<file path="src/rtl/imrr_pkg.sv">
// ----------------------------------------------------------------------------
// imrr_pkg
// Shared types, constants and helpers for the IPv4 match, rewrite and
// redirect block.
// ----------------------------------------------------------------------------
package imrr_pkg;

  localparam int HOLD_BYTES      = 42;
  localparam int IP_HDR_END      = 34;
  localparam int POS_W           = 6;
  localparam int SUM_W           = 20;
  localparam int CFG_IDX_W       = 3;
  localparam int CFG_DATA_W      = 48;
  localparam int DEF_QUEUE_DEPTH = 4;

  localparam logic [15:0] ETHERTYPE_IPV4 = 16'h0800;

  localparam logic [CFG_IDX_W-1:0] REG_MATCH_SRC_IP  = 3'd0;
  localparam logic [CFG_IDX_W-1:0] REG_NEW_DEST_IP   = 3'd1;
  localparam logic [CFG_IDX_W-1:0] REG_NEW_SRC_MAC   = 3'd2;
  localparam logic [CFG_IDX_W-1:0] REG_NEW_DEST_MAC  = 3'd3;
  localparam logic [CFG_IDX_W-1:0] REG_MATCH_PROTO   = 3'd4;
  localparam logic [CFG_IDX_W-1:0] REG_REDIRECT_PORT = 3'd5;

  localparam logic [31:0] RST_MATCH_SRC_IP  = 32'hc0a8_0203;
  localparam logic [31:0] RST_NEW_DEST_IP   = 32'hc0a8_0306;
  localparam logic [47:0] RST_NEW_SRC_MAC   = 48'd81810125252014;
  localparam logic [47:0] RST_NEW_DEST_MAC  = 48'd50981836629205;
  localparam logic [7:0]  RST_MATCH_PROTO   = 8'd1;
  localparam logic [15:0] RST_REDIRECT_PORT = 16'd3;

  // byte offsets within the frame
  localparam logic [POS_W-1:0] POS_ETYPE_HI  = 6'd12;
  localparam logic [POS_W-1:0] POS_ETYPE_LO  = 6'd13;
  localparam logic [POS_W-1:0] POS_CSUM_LO   = 6'd14;
  localparam logic [POS_W-1:0] POS_PROTO     = 6'd23;
  localparam logic [POS_W-1:0] POS_CHK_HI    = 6'd24;
  localparam logic [POS_W-1:0] POS_CHK_LO    = 6'd25;
  localparam logic [POS_W-1:0] POS_SADDR_0   = 6'd26;
  localparam logic [POS_W-1:0] POS_SADDR_1   = 6'd27;
  localparam logic [POS_W-1:0] POS_SADDR_2   = 6'd28;
  localparam logic [POS_W-1:0] POS_SADDR_3   = 6'd29;
  localparam logic [POS_W-1:0] POS_DADDR_0   = 6'd30;
  localparam logic [POS_W-1:0] POS_DADDR_3   = 6'd33;
  localparam logic [POS_W-1:0] POS_LAST_HOLD = 6'(HOLD_BYTES - 1);
  localparam logic [POS_W-1:0] POS_LAST_IP   = 6'(IP_HDR_END - 1);
  localparam int               MAC_BYTES     = 6;

  typedef struct packed {
    logic [7:0] in_byte;
    logic       frame_end;
  } in_t;

  typedef struct packed {
    logic [7:0]  out_byte;
    logic        out_frame_end;
    logic        run_end;
    logic        redirect;
    logic [15:0] port_out;
    logic [31:0] matched_count;
  } out_t;

  typedef struct packed {
    logic [31:0] match_source_ip;
    logic [31:0] new_dest_ip;
    logic [47:0] new_source_mac;
    logic [47:0] new_dest_mac;
    logic [7:0]  match_protocol;
    logic [15:0] redirect_port;
  } cfg_t;

  typedef struct packed {
    logic             is_flush;
    logic [7:0]       in_byte;
    logic             frame_end;
    logic             redirect;
    logic             rewrite;
    logic [31:0]      count;
    logic [POS_W-1:0] last_idx;
    logic [SUM_W-1:0] sum;
  } job_t;

  typedef struct packed {
    logic mem_busy;
    logic flushed;
  } front_status_t;

  function automatic logic [15:0] csum_fold(input logic [SUM_W-1:0] sum);
    logic [16:0] s1;
    logic [15:0] s2;
    s1 = {1'b0, sum[15:0]} + 17'(sum[SUM_W-1:16]);
    s2 = s1[15:0] + 16'(s1[16]);
    return ~s2;
  endfunction

endpackage

</file>
<file path="src/rtl/imrr_front.sv">
// ----------------------------------------------------------------------------
// imrr_front
// Accepts frame bytes, holds the header in a store, captures the match
// fields and the partial header sum, and queues flush and pass jobs.
// ----------------------------------------------------------------------------
module imrr_front import imrr_pkg::*; (
  input  logic             clk,
  input  logic             rst,
  input  cfg_t             cfg,
  input  logic             req_valid,
  output logic             req_ready,
  input  in_t              req,
  input  logic             q_ready,
  output logic             q_push,
  output job_t             q_job,
  input  logic             mem_release,
  input  logic [POS_W-1:0] rd_addr,
  output logic [7:0]       rd_data,
  output front_status_t    status
);

  logic [7:0]       store [HOLD_BYTES];
  logic [POS_W-1:0] pos;
  logic             flushed;
  logic             redirect_flag;
  logic             mem_busy;
  logic [31:0]      count;
  logic [SUM_W-1:0] sum;
  logic [15:0]      etype;
  logic [31:0]      saddr;
  logic [7:0]       proto;

  logic             accept;
  logic             flush_now;
  logic             hit;
  logic             proto_hit;
  logic [31:0]      count_next;
  logic [SUM_W-1:0] sum_next;
  logic             in_sum;

  always_comb begin
    req_ready  = q_ready && (flushed || !mem_busy);
    accept     = req_valid && req_ready;
    flush_now  = !flushed && (pos == POS_LAST_HOLD || req.frame_end);
    q_push     = accept && (flushed || flush_now);
    hit        = (pos >= POS_LAST_IP) && (etype == ETHERTYPE_IPV4) &&
                 (saddr == cfg.match_source_ip);
    proto_hit  = hit && (proto == cfg.match_protocol);
    count_next = proto_hit ? count + 32'd1 : count;
    in_sum     = (pos >= POS_CSUM_LO && pos <= POS_PROTO) ||
                 (pos >= POS_SADDR_0 && pos <= POS_SADDR_3);
    sum_next   = sum;
    if (in_sum) begin
      sum_next = pos[0] ? sum + SUM_W'(req.in_byte) : sum + SUM_W'({req.in_byte, 8'h00});
    end

    q_job.is_flush  = !flushed;
    q_job.in_byte   = req.in_byte;
    q_job.frame_end = req.frame_end;
    q_job.redirect  = flushed ? redirect_flag : hit;
    q_job.rewrite   = proto_hit && (pos == POS_LAST_HOLD);
    q_job.count     = flushed ? count : count_next;
    q_job.last_idx  = pos;
    q_job.sum       = sum + SUM_W'(cfg.new_dest_ip[31:16]) + SUM_W'(cfg.new_dest_ip[15:0]);

    status.mem_busy = mem_busy;
    status.flushed  = flushed;
  end

  always_ff @(posedge clk) begin
    if (rst) begin
      pos           <= '0;
      flushed       <= 1'b0;
      redirect_flag <= 1'b0;
      mem_busy      <= 1'b0;
      count         <= '0;
      sum           <= '0;
    end else begin
      if (mem_release) begin
        mem_busy <= 1'b0;
      end
      if (accept) begin
        if (flushed) begin
          if (req.frame_end) begin
            pos           <= '0;
            flushed       <= 1'b0;
            redirect_flag <= 1'b0;
            sum           <= '0;
          end
        end else if (flush_now) begin
          count    <= count_next;
          mem_busy <= 1'b1;
          if (req.frame_end) begin
            pos           <= '0;
            flushed       <= 1'b0;
            redirect_flag <= 1'b0;
            sum           <= '0;
          end else begin
            flushed       <= 1'b1;
            redirect_flag <= hit;
          end
        end else begin
          pos <= pos + 1'b1;
          sum <= sum_next;
        end
      end
    end
  end

  always_ff @(posedge clk) begin
    if (accept && !flushed) begin
      store[pos] <= req.in_byte;
      unique case (pos)
        POS_ETYPE_HI: etype[15:8]  <= req.in_byte;
        POS_ETYPE_LO: etype[7:0]   <= req.in_byte;
        POS_PROTO:    proto        <= req.in_byte;
        POS_SADDR_0:  saddr[31:24] <= req.in_byte;
        POS_SADDR_1:  saddr[23:16] <= req.in_byte;
        POS_SADDR_2:  saddr[15:8]  <= req.in_byte;
        POS_SADDR_3:  saddr[7:0]   <= req.in_byte;
        default: ;
      endcase
    end
    rd_data <= store[rd_addr];
  end

endmodule

</file>
<file path="src/rtl/imrr_queue.sv">
// ----------------------------------------------------------------------------
// imrr_queue
// Small first-in first-out queue of jobs between the front and back parts.
// ----------------------------------------------------------------------------
module imrr_queue import imrr_pkg::*; #(
  parameter int DEPTH = DEF_QUEUE_DEPTH
) (
  input  logic clk,
  input  logic rst,
  input  logic push,
  input  job_t job_in,
  output logic ready,
  output logic valid,
  output job_t job_out,
  input  logic pop
);

  localparam int AW = (DEPTH > 1) ? $clog2(DEPTH) : 1;
  localparam int CW = $clog2(DEPTH + 1);

  job_t          entries [DEPTH];
  logic [AW-1:0] wr_ptr;
  logic [AW-1:0] rd_ptr;
  logic [CW-1:0] count;
  logic          do_push;
  logic          do_pop;

  always_comb begin
    ready   = (count != CW'(DEPTH));
    valid   = (count != '0);
    job_out = entries[rd_ptr];
    do_push = push && ready;
    do_pop  = pop && valid;
  end

  always_ff @(posedge clk) begin
    if (rst) begin
      wr_ptr <= '0;
      rd_ptr <= '0;
      count  <= '0;
    end else begin
      if (do_push) begin
        wr_ptr <= (wr_ptr == AW'(DEPTH - 1)) ? '0 : wr_ptr + 1'b1;
      end
      if (do_pop) begin
        rd_ptr <= (rd_ptr == AW'(DEPTH - 1)) ? '0 : rd_ptr + 1'b1;
      end
      if (do_push && !do_pop) begin
        count <= count + 1'b1;
      end else if (do_pop && !do_push) begin
        count <= count - 1'b1;
      end
    end
  end

  always_ff @(posedge clk) begin
    if (do_push) begin
      entries[wr_ptr] <= job_in;
    end
  end

endmodule

</file>
<file path="src/rtl/imrr_back.sv">
// ----------------------------------------------------------------------------
// imrr_back
// Carries out queued jobs: streams the held header out of the store with
// rewritten fields, or passes single bytes, into the output register.
// ----------------------------------------------------------------------------
module imrr_back import imrr_pkg::*; (
  input  logic             clk,
  input  logic             rst,
  input  cfg_t             cfg,
  input  logic             q_valid,
  input  job_t             q_job,
  output logic             q_pop,
  output logic [POS_W-1:0] rd_addr,
  input  logic [7:0]       rd_data,
  output logic             mem_release,
  output logic             rsp_valid,
  input  logic             rsp_ready,
  output out_t             rsp
);

  localparam logic B_IDLE = 1'b0;
  localparam logic B_SEND = 1'b1;

  logic             state;
  logic             state_next;
  logic [POS_W-1:0] idx;
  logic [POS_W-1:0] idx_next;
  job_t             job;
  logic [15:0]      chk;
  logic             out_free;
  logic             load;
  logic             start;
  logic             last;
  out_t             load_data;

  function automatic logic [7:0] hdr_byte(input logic [POS_W-1:0] i, input logic rw,
                                          input cfg_t c, input logic [15:0] ck,
                                          input logic [7:0] orig);
    int k;
    logic [7:0] b;
    k = int'(i);
    b = orig;
    if (rw) begin
      priority if (k < MAC_BYTES) begin
        b = c.new_dest_mac[8*(MAC_BYTES-1-k) +: 8];
      end else if (k < 2*MAC_BYTES) begin
        b = c.new_source_mac[8*(2*MAC_BYTES-1-k) +: 8];
      end else if (i == POS_CHK_HI) begin
        b = ck[15:8];
      end else if (i == POS_CHK_LO) begin
        b = ck[7:0];
      end else if (i >= POS_DADDR_0 && i <= POS_DADDR_3) begin
        b = c.new_dest_ip[8*(int'(POS_DADDR_3)-k) +: 8];
      end else begin
        b = orig;
      end
    end
    return b;
  endfunction

  always_comb begin
    out_free    = !rsp_valid || rsp_ready;
    state_next  = state;
    idx_next    = idx;
    q_pop       = 1'b0;
    mem_release = 1'b0;
    load        = 1'b0;
    start       = 1'b0;
    last        = (idx == job.last_idx);
    load_data   = rsp;
    unique case (state)
      B_IDLE: begin
        if (q_valid) begin
          if (!q_job.is_flush) begin
            if (out_free) begin
              q_pop                   = 1'b1;
              load                    = 1'b1;
              load_data.out_byte      = q_job.in_byte;
              load_data.out_frame_end = q_job.frame_end;
              load_data.run_end       = 1'b1;
              load_data.redirect      = q_job.redirect;
              load_data.port_out      = q_job.redirect ? cfg.redirect_port : 16'd0;
              load_data.matched_count = q_job.count;
            end
          end else begin
            q_pop      = 1'b1;
            start      = 1'b1;
            idx_next   = '0;
            state_next = B_SEND;
          end
        end
      end
      B_SEND: begin
        if (out_free) begin
          load                    = 1'b1;
          load_data.out_byte      = hdr_byte(idx, job.rewrite, cfg, chk, rd_data);
          load_data.out_frame_end = job.frame_end && last;
          load_data.run_end       = last;
          load_data.redirect      = job.redirect;
          load_data.port_out      = job.redirect ? cfg.redirect_port : 16'd0;
          load_data.matched_count = job.count;
          if (last) begin
            state_next  = B_IDLE;
            mem_release = 1'b1;
          end else begin
            idx_next = idx + 1'b1;
          end
        end
      end
      default: state_next = B_IDLE;
    endcase
    rd_addr = idx_next;
  end

  always_ff @(posedge clk) begin
    if (rst) begin
      state     <= B_IDLE;
      idx       <= '0;
      rsp_valid <= 1'b0;
    end else begin
      state <= state_next;
      idx   <= idx_next;
      if (load) begin
        rsp_valid <= 1'b1;
      end else if (rsp_ready) begin
        rsp_valid <= 1'b0;
      end
    end
  end

  always_ff @(posedge clk) begin
    if (load) begin
      rsp <= load_data;
    end
    if (start) begin
      job <= q_job;
      chk <= csum_fold(q_job.sum);
    end
  end

endmodule

</file>
<file path="src/rtl/ipv4_match_rewrite_redirect.sv">
// ----------------------------------------------------------------------------
// ipv4_match_rewrite_redirect
// Byte-serial IPv4 source match with header rewrite, checksum update and
// redirect marking.
// ----------------------------------------------------------------------------
// The first 42 bytes of a frame are taken one per cycle, while the queue has
// room and the store is free, into a header store and give no response until
// the 42nd or the frame's last byte arrives. The held bytes then leave as a
// burst, one per cycle unless the output stalls, after the flush job has
// passed through the queue and a start step has addressed the store's
// registered read port; later bytes of the frame pass one per cycle unless
// the queue or the output stalls, with one response each, through the queue
// and the output register. The header of the next frame is held off until
// the burst has been read out of the store. Configuration writes are taken
// every cycle.
module ipv4_match_rewrite_redirect import imrr_pkg::*; #(
  parameter int QUEUE_DEPTH = DEF_QUEUE_DEPTH
) (
  input  logic                  clk,
  input  logic                  rst,
  input  logic                  req_valid,
  output logic                  req_ready,
  input  in_t                   req,
  output logic                  rsp_valid,
  input  logic                  rsp_ready,
  output out_t                  rsp,
  input  logic                  cfg_valid,
  output logic                  cfg_ready,
  input  logic [CFG_IDX_W-1:0]  cfg_index,
  input  logic [CFG_DATA_W-1:0] cfg_data
);

  cfg_t             cfg;
  logic             q_push;
  logic             q_ready;
  logic             q_valid;
  logic             q_pop;
  job_t             q_job_in;
  job_t             q_job_out;
  logic             mem_release;
  logic [POS_W-1:0] rd_addr;
  logic [7:0]       rd_data;
  front_status_t    front_status;

  assign cfg_ready = 1'b1;

  always_ff @(posedge clk) begin
    if (rst) begin
      cfg.match_source_ip <= RST_MATCH_SRC_IP;
      cfg.new_dest_ip     <= RST_NEW_DEST_IP;
      cfg.new_source_mac  <= RST_NEW_SRC_MAC;
      cfg.new_dest_mac    <= RST_NEW_DEST_MAC;
      cfg.match_protocol  <= RST_MATCH_PROTO;
      cfg.redirect_port   <= RST_REDIRECT_PORT;
    end else if (cfg_valid && cfg_ready) begin
      unique case (cfg_index)
        REG_MATCH_SRC_IP:  cfg.match_source_ip <= cfg_data[31:0];
        REG_NEW_DEST_IP:   cfg.new_dest_ip     <= cfg_data[31:0];
        REG_NEW_SRC_MAC:   cfg.new_source_mac  <= cfg_data[47:0];
        REG_NEW_DEST_MAC:  cfg.new_dest_mac    <= cfg_data[47:0];
        REG_MATCH_PROTO:   cfg.match_protocol  <= cfg_data[7:0];
        REG_REDIRECT_PORT: cfg.redirect_port   <= cfg_data[15:0];
        default: ;
      endcase
    end
  end

  imrr_front u_front (
    .clk         (clk),
    .rst         (rst),
    .cfg         (cfg),
    .req_valid   (req_valid),
    .req_ready   (req_ready),
    .req         (req),
    .q_ready     (q_ready),
    .q_push      (q_push),
    .q_job       (q_job_in),
    .mem_release (mem_release),
    .rd_addr     (rd_addr),
    .rd_data     (rd_data),
    .status      (front_status)
  );

  imrr_queue #(
    .DEPTH (QUEUE_DEPTH)
  ) u_queue (
    .clk     (clk),
    .rst     (rst),
    .push    (q_push),
    .job_in  (q_job_in),
    .ready   (q_ready),
    .valid   (q_valid),
    .job_out (q_job_out),
    .pop     (q_pop)
  );

  imrr_back u_back (
    .clk         (clk),
    .rst         (rst),
    .cfg         (cfg),
    .q_valid     (q_valid),
    .q_job       (q_job_out),
    .q_pop       (q_pop),
    .rd_addr     (rd_addr),
    .rd_data     (rd_data),
    .mem_release (mem_release),
    .rsp_valid   (rsp_valid),
    .rsp_ready   (rsp_ready),
    .rsp         (rsp)
  );

  a_release_owned: assert property (@(posedge clk) disable iff (rst)
    mem_release |-> front_status.mem_busy)
    else $error("header store released while not owned by the back part");

  a_flush_needs_store: assert property (@(posedge clk) disable iff (rst)
    (q_push && !front_status.flushed) |-> !front_status.mem_busy)
    else $error("header flush queued while the store is still being read");

  a_frame_end_is_run_end: assert property (@(posedge clk) disable iff (rst)
    (rsp_valid && rsp.out_frame_end) |-> rsp.run_end)
    else $error("frame end on a response that does not close its run");

  a_port_only_on_redirect: assert property (@(posedge clk) disable iff (rst)
    (rsp_valid && !rsp.redirect) |-> (rsp.port_out == 16'd0))
    else $error("port index reported on a frame that is not redirected");

endmodule
</file>
<file path="config.mk">
export PLATFORM = sky130hd
export DESIGN_NAME = ipv4_match_rewrite_redirect
export DESIGN_NICKNAME = d
export VERILOG_FILES = /design/src/rtl/imrr_pkg.sv /design/src/rtl/imrr_front.sv /design/src/rtl/imrr_queue.sv /design/src/rtl/imrr_back.sv /design/src/rtl/ipv4_match_rewrite_redirect.sv
export SDC_FILE = /design/constraint.sdc
export NUM_CORES = 2
export LEC_CHECK = 0
export BUFFER_PORTS_ARGS = -buffer_cell sky130_fd_sc_hd__buf_4
export CORE_MARGIN = 2
export CORE_UTILIZATION = 60
export DETAILED_ROUTE_END_ITERATION = 7
export GPL_TIMING_DRIVEN = 0
export PLACE_DENSITY = 0.76
export REMOVE_ABC_BUFFERS = 1
export SETUP_SLACK_MARGIN = 0.2
export SLEW_MARGIN = 20
export SYNTH_ARGS = -nofsm -noshare
export SYNTH_HDL_FRONTEND = slang
export SYNTH_SLANG_ARGS = --single-unit
</file>
<file path="constraint.sdc">
create_clock -name clk -period 5.96 [get_ports clk]
set_input_delay 1.192 -clock clk [delete_from_list [all_inputs] [get_ports clk]]
set_output_delay 1.192 -clock clk [all_outputs]
set_load 0.005 [all_outputs]
</file>
==> results.json <==
{
  "status": "finished, final reports clean",
  "p_leak_nw": 17.7,
  "gr-total-overflow": 0,
  "postCtsSetupRepairBufs": 0,
  "die_x_um": 277,
  "drive_above_1_share_pct": 12.8,
  "yosysWarnings": 0,
  "fillCellCount": 4954,
  "fin_crit_ns": 5.29,
  "via_per_inst": 6.11,
  "numCtsBuffers": 104,
  "cts_resized": 0,
  "combPwrFrac_pct": 23.8,
  "cts_sinks": 1058,
  "num_rows": 99,
  "synth_edf_count": 788,
  "synth_area_leader_cell": "edfxtp_1",
  "cts-htree-levels": 3,
  "regArea_um2": 29100,
  "setup_viol": 0,
  "slew_viol_final": 0,
  "grt_pass1_wl_mm": 164,
  "cp_max_fo": 44,
  "synthToLayoutAreaGrowth_pct": 12.9,
  "clock.fmax_ghz": 0.189,
  "ir_worst_vdd_uv": 383,
  "grt_max_degree": 109,
  "firstDrtPassIters": 6,
  "syn_inst": 3625,
  "insertion_delay_ns": 0.68,
  "ctsHoldBuffers": 0,
  "wirelength_mm": 106,
  "startpoint_type": "register",
  "grt_pass1_vias": 28497,
  "final.period_utilization_pct": 88.8,
  "finalSetupTns_ns": 0,
  "grt_usage_pct": 27.7,
  "synth.distinct_cells": 78,
  "grt_use_met3_pct": 4.59,
  "start_util_pct": 60.9,
  "met1_usage_pct": 37.0,
  "rsz0062_at_grt": "false",
  "netlist_top_cells_count": "nand2_1, edfxtp_1, nand3_1",
  "top_usage_layer": "met2",
  "place_inst": 4555,
  "root_buffer": "clkbuf_16",
  "synthArstFlopShare_pct": 0,
  "hpwlAfterDp_mm": 66.4,
  "ioPinCount": 127,
  "critPathArrivalTime_ns": 5.82,
  "multi_input_area_um2": 14700,
  "fp.coreArea_um2": 73200,
  "p_seq_share_pct": 44.7,
  "crit_path_end_kind": "register",
  "cts_buffer_depth": 3,
  "syn_area_per_cell_um2": 12.3,
  "yosys.cell_count.top_type": "nand2_1",
  "synth.area.top_cells": "edfxtp_1, dfxtp_1, nand2_1, mux4_2, nand3_1",
  "cts.clk_slew.worst_paths_ns": 0.06,
  "final_util_pct": 68.7,
  "met2_usage_pct": 46.1,
  "p_per_area_nw_per_um2": 407,
  "ant_nets": 0,
  "netSwitchingFraction_pct": 29.6,
  "synth_top_area_share_pct": 53.1,
  "port_buffers": 125,
  "worst_pin_slew_ns": 1.11,
  "drt_iter0_markers": 3381,
  "dieArea_um2": 76500,
  "place_congestion": 0.946,
  "antenna_found_initial": 3,
  "hold_viol": 0,
  "synth-seq-cells": 1058,
  "worst-setup-path-type": "reg -> reg",
  "internal_power_mw": 14.4,
  "relSlewSlack_pct": 23.8,
  "die_height_um": 277,
  "wl_per_cell_um": 22.3,
  "cts_tree": "built",
  "switchingPower_mw": 6.07,
  "synth_area_um2": 44600,
  "clkPwrFrac_pct": 31.5,
  "ys_seq_area_share_pct": 65.2,
  "synthFlopType": "edfxtp_1",
  "worstHoldPathType": "reg -> reg",
  "stdcell_count": 4752,
  "nets": 3850,
  "crit_required_ns": 6.48,
  "drc": 0,
  "maxCapViolCount": 0,
  "num_vias": 29028,
  "skew_ns": 0.0411
}
state kept, by name (all words and copies together), names as in the netlist, named ones only:
name,cells
u_queue.rd_ptr,2
u_front.rd_data,8
u_front.proto,8
u_front.saddr,32
u_back.state,1
u_front.sum,20
u_front.etype,16
u_back.rsp_valid,1
u_queue.wr_ptr,2
u_back.job,41
u_front.store,336
u_front.mem_busy,1
u_back.rsp,59
u_front.redirect_flag,1
u_front.pos,6
u_queue.count,3
u_front.count,32
u_back.chk,16
cfg,184
u_back.idx,6
u_queue.entries,280
u_front.flushed,1
logic make-up after synthesis:
kind of cell    share of synthesized area, %
flops                                   65.2
mux                                     6.88
simple gates                            14.8
fa+ha+maj                               2.71
compound gates                          5.38
other cells                          0.00842
buf+inv                                 2.00
xor+xnor                                3.03
critical path, stage by stage (launching register included):
cell	delay, ns
dfxtp_2	0.45
buf_12	0.23
inv_2	0.74
nand3_1	0.67
inv_4	0.54
nor2_1	0.18
a21oi_4	0.66
buf_16	0.24
buf_16	0.18
a21oi_1	0.07
a221oi_1	0.29
a21oi_1	0.07
mux2_2	0.33
o311ai_0	0.42
layout make-up:
| type | count | area share (%) |
|---|---|---|
| antenna | 1 | 0.00497 |
| clock buffer | 133 | 5.70 |
| clock inverter | 63 | 1.02 |
| inverter | 41 | 0.316 |
| multi-input combinational | 2337 | 29.3 |
| sequential | 1058 | 57.8 |
| tap | 959 | 2.38 |
| timing repair buffer | 160 | 3.49 |
through the flow:
stage                     hold slack [ns]  setup WS, ns  cell area (um^2)  total power, mW
after global placement              0.437         -8.42             46000             14.0
after floorplan                     0.426         -3.35             43800             12.1
after global routing                0.466         0.339             50300             21.3
final                               0.449         0.665             50300             20.5
after detailed placement            0.442         0.488             46900             14.1
after CTS                           0.451         0.472             50300             20.5
final timing paths:
path	start	endpoint	cells past startpoint	slack (ns)
min reg2reg	cfg[15]$_SDFFE_PP0P_	cfg[15]$_SDFFE_PP0P_	2	0.45
max	u_back.state$_SDFF_PP0_	u_front.rd_data[6]$_DFF_P_	13	0.67
min	cfg[15]$_SDFFE_PP0P_	cfg[15]$_SDFFE_PP0P_	2	0.45
max reg2reg	u_back.state$_SDFF_PP0_	u_front.rd_data[6]$_DFF_P_	13	0.67
placed cells by master (no fill, tap or decap), types with 19 or more instances in the layout:
cell type and instances:
fa_1 21, a22oi_1 31, nand3_1 283, nand2_1 841, xnor2_1 83, nor2b_1 27
clkinv_2 24, clkbuf_16 107, edfxtp_1 788, a21oi_1 208, dfxtp_1 264, clkinv_1 22
inv_1 36, or3_1 20, nor3_1 27, nor2_1 178, ha_1 62, mux2i_1 68
nand4_1 28, o21ai_0 61, and3_1 19, mux4_2 98, buf_16 20, buf_4 126
xor2_1 71
per-layer routing:
metal	vias to the layer above	part of all wire, %	routed length, um
met5	-	0.027	29
met4	4	3.6	3800
met3	263	7.9	8350
met2	1249	49	51800
met1	14295	40	42100
li1	13217	-	-
power by group through the flow:
| stage | Clock [mW] | Combinational (mW) | Sequential, mW |
|---|---|---|---|
| floorplan | 0 | 2.83 | 9.29 |
| global route | 6.78 | 5.26 | 9.22 |
| global placement | 0 | 4.49 | 9.51 |
| detailed placement | 0 | 4.82 | 9.30 |
| CTS | 6.51 | 4.86 | 9.15 |
| finish | 6.45 | 4.86 | 9.16 |
Note: power is estimated with default switching activity, not from simulation.
